===== config.mk =====
export PLATFORM = sky130hd
export DESIGN_NAME = asb_divider
export DESIGN_NICKNAME = d
export VERILOG_FILES = /design/src/rtl/core/asb_pkg.sv /design/src/rtl/core/asb_divider.sv
export SDC_FILE = /design/constraint.sdc
export NUM_CORES = 1
export LEC_CHECK = 0
export ABC_CLOCK_PERIOD_IN_PS = 7500
export CAP_MARGIN = 0
export CORE_ASPECT_RATIO = 1.75
export CORE_MARGIN = 2
export CORE_UTILIZATION = 40
export DETAILED_ROUTE_END_ITERATION = 8
export DONT_BUFFER_PORTS = 1
export GPL_TIMING_DRIVEN = 0
export MAX_ROUTING_LAYER = met4
export PLACE_DENSITY = 0.53
export RECOVER_POWER = 25
export SLEW_MARGIN = 20
export SYNTH_ARGS = -nofsm -noshare
export SYNTH_HDL_FRONTEND = slang
export SYNTH_SLANG_ARGS = --single-unit

===== constraint.sdc =====
create_clock -name clk_i -period 7.5 [get_ports clk_i]
set_input_delay 0 -clock clk_i [delete_from_list [all_inputs] [get_ports clk_i]]
set_output_delay 0 -clock clk_i [all_outputs]
set_load 0.005 [all_outputs]

===== src/rtl/core/asb_pkg.sv =====
// ----------------------------------------------------------------------------
// Alpha square blitter package
// Shared constants, codes, state and interface types of the blitter.
// ----------------------------------------------------------------------------
`default_nettype none

package asb_pkg;

  localparam int FB_WIDTH_DEF  = 64;
  localparam int FB_HEIGHT_DEF = 64;
  localparam int MAX_SIDE_DEF  = 15;

  localparam int STORE_DEPTH = 4096;
  localparam int ADDR_W      = 12;
  localparam int WORD_W      = 32;
  localparam int CFG_W       = 16;
  localparam int CLIP_W      = 7;
  localparam int COUNT_W     = 8;

  localparam logic [7:0] OPAQUE_LEVEL = 8'd200;
  localparam logic [7:0] FULL_ALPHA   = 8'd255;

  typedef enum logic [1:0] {
    OP_WRITE = 2'd0,
    OP_READ  = 2'd1,
    OP_DRAW  = 2'd2,
    OP_NONE  = 2'd3
  } op_e;

  typedef enum logic [1:0] {
    REG_CAMERA_OFFSET = 2'd0,
    REG_CLIP_WIDTH    = 2'd1,
    REG_CLIP_HEIGHT   = 2'd2
  } cfg_reg_e;

  typedef enum logic [3:0] {
    ST_IDLE,
    ST_WRITE,
    ST_RD_ADDR,
    ST_RD_DATA,
    ST_ALPHA,
    ST_PIX,
    ST_BL_MUL,
    ST_BL_WR,
    ST_DONE
  } state_e;

  typedef struct packed {
    logic        start;
    logic [23:0] num;
    logic [15:0] den;
  } div_req_t;

  typedef struct packed {
    logic       busy;
    logic [7:0] quot;
  } div_rsp_t;

  // Exact floor(x / 255) for any 16-bit x below 65280, whose quotient fits 8 bits.
  function automatic logic [7:0] div255(input logic [15:0] x);
    logic [16:0] t;
    t = {1'b0, x} + 17'd1 + {9'b0, x[15:8]};
    return t[15:8];
  endfunction

endpackage

`default_nettype wire


===== src/rtl/core/asb_divider.sv =====
// ----------------------------------------------------------------------------
// Alpha divider
// Restoring divider that produces an 8-bit quotient, one bit per cycle.
// ----------------------------------------------------------------------------
`default_nettype none

module asb_divider (
  input  wire logic              clk_i,
  input  wire logic              rst_ni,
  input  wire asb_pkg::div_req_t req_i,
  output asb_pkg::div_rsp_t      rsp_o
);

  logic        busy_q, busy_d;
  logic [3:0]  cnt_q, cnt_d;
  logic [15:0] rem_q, rem_d;
  logic [15:0] den_q, den_d;
  logic [7:0]  lo_q, lo_d;
  logic [7:0]  quot_q, quot_d;
  logic [16:0] trial;

  always_comb begin
    busy_d = busy_q;
    cnt_d  = cnt_q;
    rem_d  = rem_q;
    den_d  = den_q;
    lo_d   = lo_q;
    quot_d = quot_q;
    trial  = {rem_q, lo_q[7]};
    if (req_i.start) begin
      busy_d = 1'b1;
      cnt_d  = 4'd8;
      rem_d  = req_i.num[23:8];
      lo_d   = req_i.num[7:0];
      den_d  = req_i.den;
      quot_d = '0;
    end else if (busy_q) begin
      if (trial >= {1'b0, den_q}) begin
        rem_d  = 16'(trial - {1'b0, den_q});
        quot_d = {quot_q[6:0], 1'b1};
      end else begin
        rem_d  = trial[15:0];
        quot_d = {quot_q[6:0], 1'b0};
      end
      lo_d  = {lo_q[6:0], 1'b0};
      cnt_d = cnt_q - 4'd1;
      if (cnt_q == 4'd1) begin
        busy_d = 1'b0;
      end
    end
  end

  always_ff @(posedge clk_i or negedge rst_ni) begin
    if (!rst_ni) begin
      busy_q <= 1'b0;
      cnt_q  <= '0;
    end else begin
      busy_q <= busy_d;
      cnt_q  <= cnt_d;
    end
  end

  always_ff @(posedge clk_i) begin
    rem_q  <= rem_d;
    den_q  <= den_d;
    lo_q   <= lo_d;
    quot_q <= quot_d;
  end

  assign rsp_o.busy = busy_q;
  assign rsp_o.quot = quot_q;

endmodule

`default_nettype wire


* After elaboration in Yosys (flattened, before gate mapping) *
Cells that the tools add are included.

word-level totals
  flip-flop bits (word level) = 53
  bits of input ports = 43
  output and inout bits = 9
  word-level logic and storage cells = 22

cells by class
  $add $sub $neg = 2
  magnitude comparators = 1
  equal/unequal tests = 1
  multiplexer cells = 11
  reduce and logical (&&, ||, !) cells = 1

operators by type and width
  operator                                           count
  2-to-1 mux 16 bit                                  3
  greater-or-equal comparator 17 x 16 -> 1 bit       1
  2-to-1 mux 8 bit                                   2
  subtractor 16 bit                                  1
  2-to-1 mux 4 bit                                   2
  == test 4 x 1 -> 1 bit (second input constant)     1
  2-to-1 mux 1 bit                                   4
  subtractor 4 x 1 -> 4 bit (second input constant)  1
  nonzero test 2 bit                                 1

* Longest topological paths before layout *
Gate-level depths: netlist of the first run.

  word-level depth = 4
  gate-level depth with buffers = 10

* Worst setup path before layout of the first run *
Ideal clock, no wire load.

  path kind = register to register
  from = reg lo_q[7]
  to = reg rem_q[12], data pin
  setup time = 271 ps
  arrival time = 2083 ps
  required time = 7229 ps
  slack = 5146 ps
  stages on the path, launching flop included = 11
  buffers on the path = 0
  clock period less this slack = 2354 ps
  cells stage by stage = edfxtp_1 > inv_1 > ha_1 > inv_1 > fa_1 > a211oi_1 > o21ai_0 > a31oi_1 > a21oi_1 > xnor2_1 > o221ai_1

between the ends
  longest elaborated chain between the ends = 4

ends and longest elaborated chain
  what                                                                                      line                                  RTL
  start, declared                                                                           asb_divider.sv:18                     logic [7:0] lo_q, lo_d;
  start signal, assigned                                                                    asb_divider.sv:66                     lo_q <= lo_d;
  subtractor 16 bit / greater-or-equal comparator 17 x 16 -> 1 bit (equally long branches)  asb_divider.sv:39, asb_divider.sv:38
  2-to-1 mux 16 bit (*)                                                                     asb_divider.sv:38                     if (trial >= {1'b0, den_q}) begin
  2-to-1 mux 16 bit (*)                                                                     asb_divider.sv:37                     end else if (busy_q) begin
  2-to-1 mux 16 bit (*)                                                                     asb_divider.sv:30                     if (req_i.start) begin
  via rem_d[12]                                                                             asb_divider.sv:16                     logic [15:0] rem_q, rem_d;
  end signal, assigned                                                                      asb_divider.sv:64                     rem_q <= rem_d;
  end, declared                                                                             asb_divider.sv:16

The timed path passes the listed nets; every way through them passes the cells marked *. The select of a mux whose other input is x is not followed.
A chain may end at the register's enable or synchronous reset.

* Worst setup path in the final report of the first run *
Ends and elaborated chain as after synthesis.

==> reports/qor.yml, run 1 <==
status: "finished, final reports clean"
ys_top_cells_by_area: "edfxtp_1, ha_1, dfxtp_1"
synth-edff-count: 40
setup_violations: 0
root_buffer: "clkbuf_16"
reg2reg_slack_ps: 4580
io_buffers: 0
seq_area_frac_synth_pct: 46.1
final_cell_count_no_fill: 444
layout_worst_path_cycle_share_pct: 38.9
rsz0062_at_grt: "false"
synthCells: 306
grt_pass1_vias: 2624
nFillCells: 758
dieArea_um2: 8830
grt_overflow: 0
worstMarginPinSlew_ps: 963
reg2reg_depth: 10
r2r-end: "rem_q[12]$_DFFE_PP_"
drv_slew: 0
synth_cell_types: 60
hold_violations: 0
synth_ff_type: "edfxtp_1"
path_delay_family: "compound AO/OA/AOI/OAI gates"
crit_arrival_ps: 2960
holdPathStages: 3
total_leakage_power_nw: 1.56
antenna_found_initial: 0
grt_pass1_wl_um: 12900
first_pass_iters: 4
min_to: "rem_q[9]$_DFFE_PP_"
fmax_ghz: 0.342
crit_path_end_kind: "register"
clk_pin_slew_ps: 70
drv_cap: 0
p_per_area_nw_per_um2: 354
cts_sinks: 53
via_count: 2533
wl_um: 8010
syn_avg_cell_area_um2: 10.5
nNetsFinal: 415
ioPinCount: 52
final_util_pct: 49.4
drc: 0
layout_min_cycle_time_ps: 2920
hp-class: "primary input to register"
critical_path_buf_inv_count: 2
cts_made_buffers: 5
clock_path_buffers: 2
fin_tns_setup_ps: 0
dp.final_hpwl_um: 5680
vias_per_cell: 5.70
htreeDepth: 2
synthArstFlopShare_pct: 9.43
slew_headroom_pct: 35.6
drive_above_1_share_pct: 10.5
ctsResizeCount: 0
hold_start: "req_i[33]"
ant_nets: 0
holdBufCountCts: 40
cpMaxStageDelayCell: "fa_1"
max_stage_delay_ps: 410
worst_ep_required_time_ps: 7540
ys_ff_latch: 53
row_count: 43
synth_nets: 368
core_area_um2: 7860
cp_common_cell: "inv_1"
crit_path_max_fanout: 3
critPathLaunchType: "register"
cts_tree: "done"
path_cells: "inv_1 > ha_1 > inv_1 > fa_1 > a211oi_1 > o21ai_0 > a31oi_1 > a21oi_1 > xnor2_1 > o221ai_1"
die_x_um: 71.9
antenna-diode-count: 0
synth_common_cells: "edfxtp_1, nand2_1, inv_1, nor2_1, ha_1"
grt_max_degree: 25
yosysMostFrequentCell: "edfxtp_1"
dp_cells: 396
yosysTopAreaCell: "edfxtp_1"
placed_cell_area_um2: 3340
area_delta_synth_final_pct: 20.3
synth_area_um2: 3230
rr_startpoint: "lo_q[7]$_DFFE_PP_"
drt_iter0_markers: 161
place_congestion: 0.850
worstSetupPathType: "register to register"
clock_skew_ps: 6.11
ir_drop_v: 0.000198
initial_core_util_pct: 41.1
clock_latency_ps: 300
fin_area_um2: 3880
die_y_um: 123
grt_use_total_pct: 20.0
ys_warn_count: 0
synth_top_area_share_pct: 37.2
post_drt_wl_per_cell_um: 18.0
post_cts_buffers: 0
[tightest hold or removal path, cell delays in order]
cell     delay [ps]
and2_1          100
a41oi_1          40
o31ai_1          60
[registers in the layout, indices dropped and copies added (netlist names)]
name,cells
den_q,16
rem_q,16
lo_q,8
quot_q,8
cnt_q,4
busy_q,1
[layout make-up]
cell class | instances | area (um2) | area share, %
flip-flops and latches | 53 | 1490 | 38.3
clock buffers | 5 | 125 | 3.22
plain buffers | 16 | 86.3 | 2.22
repair buffers | 40 | 400 | 10.3
well taps | 90 | 113 | 2.90
clock inverters | 3 | 17.5 | 0.451
multi-input cells | 214 | 1570 | 40.4
inverters | 23 | 86.3 | 2.22
[metrics by stage]
stage	power, mW	hold WS (ps)	setup WS (ps)
after global placement	1.12	-295	4590
after CTS	1.38	13.6	4590
after global routing	1.48	41.8	4400
final	1.37	15.3	4580
after floorplan	0.984	-296	5150
after detailed placement	1.13	-295	4620
[per-layer routing]
layer	share of wire (%)	vias up	track usage, %
met3	3.2	14	3.12
li1	-	1232	-
met1	37	1232	19.9
met2	56	55	37.7
met4	3.2	0	8.61
met5	0	-	-
[report_power, final]
group | internal [mW] | switching [mW] | leakage, nW
clock | 0.123 | 0.109 | 0.0696
combinational | 0.293 | 0.394 | 0.951
sequential | 0.408 | 0.0470 | 0.537
total | 0.824 | 0.549 | 1.56
[cell families (layout without fill, tap and decap cells)]
kind of cell	count (synthesis)	count (layout)	synth area share (%)
simple gates	85	85	13.1
compound gates	81	81	19.1
flops	53	53	46.1
buf+inv	39	87	5.35
fa+ha+maj	19	19	7.60
mux	16	16	5.24
xor+xnor	13	13	3.53
[worst max-delay path by stage]
stage,startpoint,to,cells after the start
floorplan,lo_q[7]$_DFFE_PP_,rem_q[12]$_DFFE_PP_,10
global placement,lo_q[7]$_DFFE_PP_,rem_q[12]$_DFFE_PP_,10
detailed placement,lo_q[7]$_DFFE_PP_,rem_q[12]$_DFFE_PP_,10
CTS,lo_q[7]$_DFFE_PP_,rem_q[12]$_DFFE_PP_,10
global route,lo_q[7]$_DFFE_PP_,rem_q[12]$_DFFE_PP_,10
finish,lo_q[7]$_DFFE_PP_,rem_q[12]$_DFFE_PP_,10
[cells in the final DEF, fill, tap and decap left out, types with 3 or more instances in the layout]
cell type and n:
mux2i_1 9, xor2_1 4, nor2_1 21, edfxtp_1 40
clkbuf_16 5, nor3_1 4, inv_1 23, clkbuf_1 7
nand4_1 6, xnor2_1 9, nand2b_1 3, a211oi_1 6
o311ai_1 5, dlygate4sd3_1 40, o221ai_1 4, nand2_1 26
nor4_1 3, dfrtp_1 5, o21ai_0 13, o211ai_1 5
a31oi_1 7, nand3_1 6, a41oi_1 3, and2_1 4
and3_1 3, mux2_2 7, dfxtp_1 8, a21oi_1 12
a21o_1 5, ha_1 18
Power figures use the tool's default switching activity.
==> run 2, diff against run 1 <==
Settings changed: ABC_CLOCK_PERIOD_IN_PS 7500 to 2350, PLACE_DENSITY 0.53 to 0.55.
Clock period 7.5 ns to 2.35 ns, I/O delays scaled along.
==> reports/qor.yml, run 2 (synthesized netlist as in run 1, its figures left out) <==
status: "complete, but fails checks"
violations: "negative setup slack"
grt_max_degree: 25  # unchanged
drc: 0  # unchanged
root_buffer: "clkbuf_16"
antenna_found_initial: 0  # unchanged
cp_common_cell: "buf_6"
drt_iter0_markers: 136  # -16%
crit_arrival_ps: 2380  # -580 ps
cpMaxStageDelayCell: "edfxtp_1"
cts_made_buffers: 5  # unchanged
hold_start: "req_i[40]"
path_cells: "ha_4 > buf_6 > nand4_1 > nor4b_4 > o31ai_4 > buf_6 > a41oi_2 > o31ai_1"
rsz0062_at_grt: "true"
critPathLaunchType: "register"
row_count: 43  # unchanged
worst_ep_required_time_ps: 2370  # -5170 ps
htreeDepth: 2  # unchanged
grt_pass1_wl_um: 13200  # +2.5%
dp_cells: 396  # unchanged
reg2reg_depth: 8  # -2
hp-class: "primary input to register"
reg2reg_slack_ps: -20  # -4600 ps
io_buffers: 0  # unchanged
cts_sinks: 53  # unchanged
nNetsFinal: 450  # +8.4%
fmax_ghz: 0.422  # +23%
grt_pass1_vias: 2773  # +5.7%
antenna-diode-count: 0  # unchanged
wl_um: 8880  # +11%
layout_min_cycle_time_ps: 2370  # -551 ps
crit_path_end_kind: "register"
clock_skew_ps: 10.4  # +4.32 ps
crit_path_max_fanout: 10  # +7
hold_violations: 0  # unchanged
dieArea_um2: 8830  # unchanged
clock_latency_ps: 300  # about the same
fin_tns_setup_ps: -81.1  # -81.1 ps
mostFrequentLayoutCells: "edfxtp_1, dlygate4sd3_1, buf_4"
grt_use_total_pct: 20.4  # +0.37 points
initial_core_util_pct: 41.1  # unchanged
layout_worst_path_cycle_share_pct: 101  # +62 points
p_per_area_nw_per_um2: 1210  # +240%
core_area_um2: 7860  # unchanged
clock_path_buffers: 2  # unchanged
area_delta_synth_final_pct: 39.2
min_to: "rem_q[14]$_DFFE_PP_"
post_drt_wl_per_cell_um: 18.5  # +2.8%
ant_nets: 0  # unchanged
die_x_um: 71.9  # unchanged
drive_above_1_share_pct: 27.5  # +17 points
final_cell_count_no_fill: 479  # +7.9%
ioPinCount: 52  # unchanged
final_util_pct: 57.2  # +7.8 points
cts_tree: "done"
setup_violations: 7  # +7
place_congestion: 0.827  # -2.7%
slew_headroom_pct: 40.0  # +4.5 points
clk_pin_slew_ps: 70  # about the same
via_count: 2722  # +7.5%
worstMarginPinSlew_ps: 897  # -66.6 ps
r2r-end: "rem_q[9]$_DFFE_PP_"
dp.final_hpwl_um: 5810  # +2.3%
drv_cap: 0  # unchanged
drv_slew: 0  # unchanged
ir_drop_v: 0.000625  # +220%
die_y_um: 123  # unchanged
total_leakage_power_nw: 1.79  # +15%
vias_per_cell: 5.68  # -0.39%
max_stage_delay_ps: 440  # +30 ps
holdWs_ps: 41.5  # +26.3 ps
holdPathStages: 3  # unchanged
reg_top3: "den_q (16), rem_q (16)"
first_pass_iters: 5  # +1
rr_startpoint: "rem_q[8]$_DFFE_PP_"
fin_ws_ps: -18.8  # -4600 ps
worstSetupPathType: "register to register"
grt_overflow: 0  # unchanged
[run 2: cell count changes in the layout (fill, tap and decap cells not counted), moves of 3 or more]
cell	delta
buf_4	+30
ha_4	+6
o311ai_2	+3
o311ai_1	-3
o21ai_0	-6
a211oi_1	-5
o21ai_1	+5
buf_6	+7
a211oi_2	+3
ha_1	-8
[run 2: report_power, final]
part | internal (mW) | switching [mW]
Sequential | 1.30 | 0.189
Combinational | 1.57 | 1.65
Clock | 0.392 | 0.338
Total | 3.26 | 2.18
[run 2: stage by stage]
| stage | total power, mW | area (um2) | setup slack, ps |
|---|---|---|---|
| after CTS | 4.78 | 4110 | -64.5 |
| final | 5.44 | 4490 | -18.8 |
| after detailed placement | 3.61 | 3340 | -483 |
| after global routing | 5.77 | 4490 | -122 |
| after global placement | 3.58 | 3340 | -484 |
| after floorplan | 3.14 | 3230 | 1.76 |
[run 2: metal layers]
| metal | vias up | routed length, um | GRT usage [%] |
|---|---|---|---|
| li1 | 1300 | - | - |
| met1 | 1341 | 3260 | 20.3 |
| met2 | 59 | 5030 | 37.5 |
| met3 | 22 | 241 | 3.53 |
| met4 | 0 | 349 | 9.91 |
| met5 | - | 0 | - |
[run 2: layout make-up]
type | instances | area (um2)
inverter | 23 | 86.3
timing repair buffer | 74 | 667
multi-input combinational | 215 | 1890
sequential | 53 | 1490
clock buffer | 5 | 125
fill | 695 | 3360
buffer | 16 | 109
clock inverter | 3 | 17.5
tap | 90 | 113
[run 2: how the worst max path moves through the flow]
stage | startpoint | to | slack, ps | cells after the start
after global routing | rem_q[9]$_DFFE_PP_ | rem_q[3]$_DFFE_PP_ | -120 | 8
after floorplan | lo_q[7]$_DFFE_PP_ | rem_q[12]$_DFFE_PP_ | 2 | 10
after CTS | lo_q[7]$_DFFE_PP_ | rem_q[12]$_DFFE_PP_ | -60 | 10
after global placement | lo_q[7]$_DFFE_PP_ | rem_q[12]$_DFFE_PP_ | -480 | 10
after detailed placement | lo_q[7]$_DFFE_PP_ | rem_q[12]$_DFFE_PP_ | -480 | 10
final | rem_q[8]$_DFFE_PP_ | rem_q[9]$_DFFE_PP_ | -20 | 8
[run 2: critical path, delay by kind of cell (launching register included)]
kind / cells / cell delay [ps]
buffers and inverters: 2 / 280
and+or+nand+nor: 2 / 590
adders and majority gates: 1 / 300
DFF: 1 / 440
AOI/OAI and AO/OA: 3 / 460
[run 2: timing repair]
action                                  in CTS  in global routing
setup buffers                               12                 21
gates cloned                                 1                  1
hold buffers                                40                  0
pin swaps                                   23                 22
endpoints found under the hold margin       58                  0
endpoints found under the setup margin      17                 17
resized for setup                           28                 44
==> run 3, diff against run 2 <==
Settings changed: CTS_BUF_LIST set to sky130_fd_sc_hd__clkbuf_2 sky130_fd_sc_hd__clkbuf_4 sky130_fd_sc_hd__clkbuf_8.
==> reports/qor.yml, run 3 (synthesized netlist as in run 1, its figures left out) <==
status: "complete, but fails checks"
violations: "negative setup slack"
vias_per_cell: 5.68  # about the same
highest_layer: "met4"
worst_ep_required_time_ps: 2400  # +30 ps
hp-class: "primary input to register"
slew_headroom_pct: 40.3  # +0.30 points
grt_pass1_wl_um: 13300  # +0.63%
row_count: 43  # unchanged
ioPinCount: 52  # unchanged
reg2reg_depth: 9  # +1
clock_path_buffers: 2  # unchanged
worstMarginPinSlew_ps: 892  # -4.53 ps
drive_above_1_share_pct: 26.1  # -1.4 points
grt_pass1_vias: 2802  # +1.0%
drv_slew: 0  # unchanged
p_per_area_nw_per_um2: 1200  # -1.3%
final_cell_count_no_fill: 477  # -0.42%
cpMaxStageDelayCell: "edfxtp_1"
max_stage_delay_ps: 410  # -30 ps
ant_nets: 0  # unchanged
cts_tree: "done"
drc: 0  # unchanged
area_delta_synth_final_pct: 37.8
fin_ws_ps: -91.0  # -72.2 ps
grt_max_degree: 25  # unchanged
total_leakage_power_nw: 1.77  # -1.3%
layout_min_cycle_time_ps: 2440  # +72.2 ps
wl_met3_um: 283  # +17%
dp_cells: 396  # unchanged
grt_overflow: 0  # unchanged
nNetsFinal: 448  # -0.44%
setup_violations: 10  # +3
holdWs_ps: 4.11  # -37.4 ps
dieArea_um2: 8830  # unchanged
crit_arrival_ps: 2490  # +110 ps
ir_drop_v: 0.000607  # -2.8%
wl_um: 8810  # -0.83%
place_congestion: 0.827  # unchanged
post_drt_wl_per_cell_um: 18.5  # -0.42%
io_buffers: 0  # unchanged
worstSetupPathType: "register to register"
die_y_um: 123  # unchanged
via_count: 2709  # -0.48%
initial_core_util_pct: 41.1  # unchanged
cts_made_buffers: 5  # unchanged
htreeDepth: 2  # unchanged
grt_use_total_pct: 20.6  # +0.18 points
crit_path_end_kind: "register"
clk_pin_slew_ps: 100  # +30 ps
critical_path_buf_inv_count: 2  # unchanged
fmax_ghz: 0.410  # -3.0%
mostFrequentLayoutCell: "dlygate4sd3_1"
root_buffer: "clkbuf_8"
holdPathStages: 3  # unchanged
clock_latency_ps: 330  # +30 ps
cts_sinks: 53  # unchanged
first_pass_iters: 5  # unchanged
critPathLaunchType: "register"
reg_top3: "den_q (16), rem_q (16)"
layout_worst_path_cycle_share_pct: 104  # +3.1 points
hold_violations: 0  # unchanged
wl_met1_um: 3140  # -3.8%
path_cells: "ha_1 > buf_6 > a21o_4 > a31oi_4 > o21ai_4 > a211o_4 > nor2_4 > buf_12 > o311ai_2"
die_x_um: 71.9  # unchanged
crit_path_max_fanout: 7  # -3
drt_iter0_markers: 178  # +31%
dp.final_hpwl_um: 5810  # unchanged
core_area_um2: 7860  # unchanged
mostFrequentLayoutCells: "dlygate4sd3_1, edfxtp_1, buf_4, nand2_1, inv_1"
rsz0062_at_grt: "true"
cp.depth: 9  # +1
antenna_found_initial: 0  # unchanged
clock_skew_ps: 13.7  # +3.26 ps
path_delay_family: "compound AO/OA/AOI/OAI gates"
drv_cap: 0  # unchanged
antenna-diode-count: 0  # unchanged
dr_wl_met2_um: 5090  # +1.3%
## run 3: cell count changes in the layout (fill, tap and decap cells not counted), moves of 2 or more
cell / change
ha_4: -3
clkbuf_8: +5
clkbuf_16: -5
o311ai_4: +2
ha_1: +3
o21ai_0: -2
o21ai_1: +2
a211oi_1: +2
o31ai_1: -2
buf_4: -8
buf_6: +4
## run 3: worst paths after layout
| path | from | end | slack, ps |
|---|---|---|---|
| setup reg to reg | rem_q[9]$_DFFE_PP_ | rem_q[4]$_DFFE_PP_ | -90 |
| hold / removal | req_i[40] | rem_q[14]$_DFFE_PP_ | 4 |
| max in group asynchronous | rst_ni | cnt_q[1]$_DFFE_PN0P_ | 1670 |
| hold reg to reg | quot_q[7]$_SDFFE_PP0P_ | quot_q[7]$_SDFFE_PP0P_ | 550 |
| min in group asynchronous | rst_ni | cnt_q[0]$_DFFE_PN0P_ | 490 |
| setup / recovery | rem_q[9]$_DFFE_PP_ | rem_q[4]$_DFFE_PP_ | -90 |
## run 3: metrics by stage
stage | TNS [ps] | total power, mW | setup slack [ps] | instance area [um2] | util, %
2_1_floorplan | 0 | 3.14 | 1.76 | 3230 | -
3_3_place_gp | -3220 | 3.58 | -484 | 3340 | 42.5
3_5_place_dp | -3180 | 3.61 | -483 | 3340 | 42.5
4_1_cts | -444 | 4.60 | -74.9 | 4090 | 52.0
5_1_grt | -1600 | 5.64 | -172 | 4450 | 56.6
6_report | -592 | 5.32 | -91.0 | 4450 | 56.6
## run 3: timing repair
action,4_1_cts,5_1_grt
pin swaps,23,31
buffers inserted,13,17
hold buffers,41,0
setup endpoints to repair,17,17
gates resized for setup,31,44
endpoints found under the hold margin,59,0
cloned,1,1
## run 3: final cells by class
cell class,instances,area [um2]
fill,712,3410
multi-input combinational,215,1880
sequential,53,1490
timing repair buffer,72,686
tap,90,113
buffer,16,105
inverter,23,86.3
clock buffer,5,68.8
clock inverter,3,17.5
## run 3: routing by layer
layer	global-route usage, %	vias to the layer above
li1	-	1297
met1	20.3	1331
met2	38.1	61
met3	3.37	20
met4	10.3	0
met5	-	-
## run 3: worst reg2reg max path, cell delays in order (launching register included)
cell and delay (ps):
edfxtp_1 410, ha_1 320, buf_6 140, a21o_4 220, a31oi_4 160, o21ai_4 110
a211o_4 410, nor2_4 170, buf_12 140, o311ai_2 90
## run 3: report_power, final
part	switching [mW]	total, mW	leakage (nW)	internal (mW)
Clock	0.325	0.532	0.0455	0.207
Sequential	0.174	1.47	0.537	1.30
Combinational	1.70	3.31	1.19	1.61
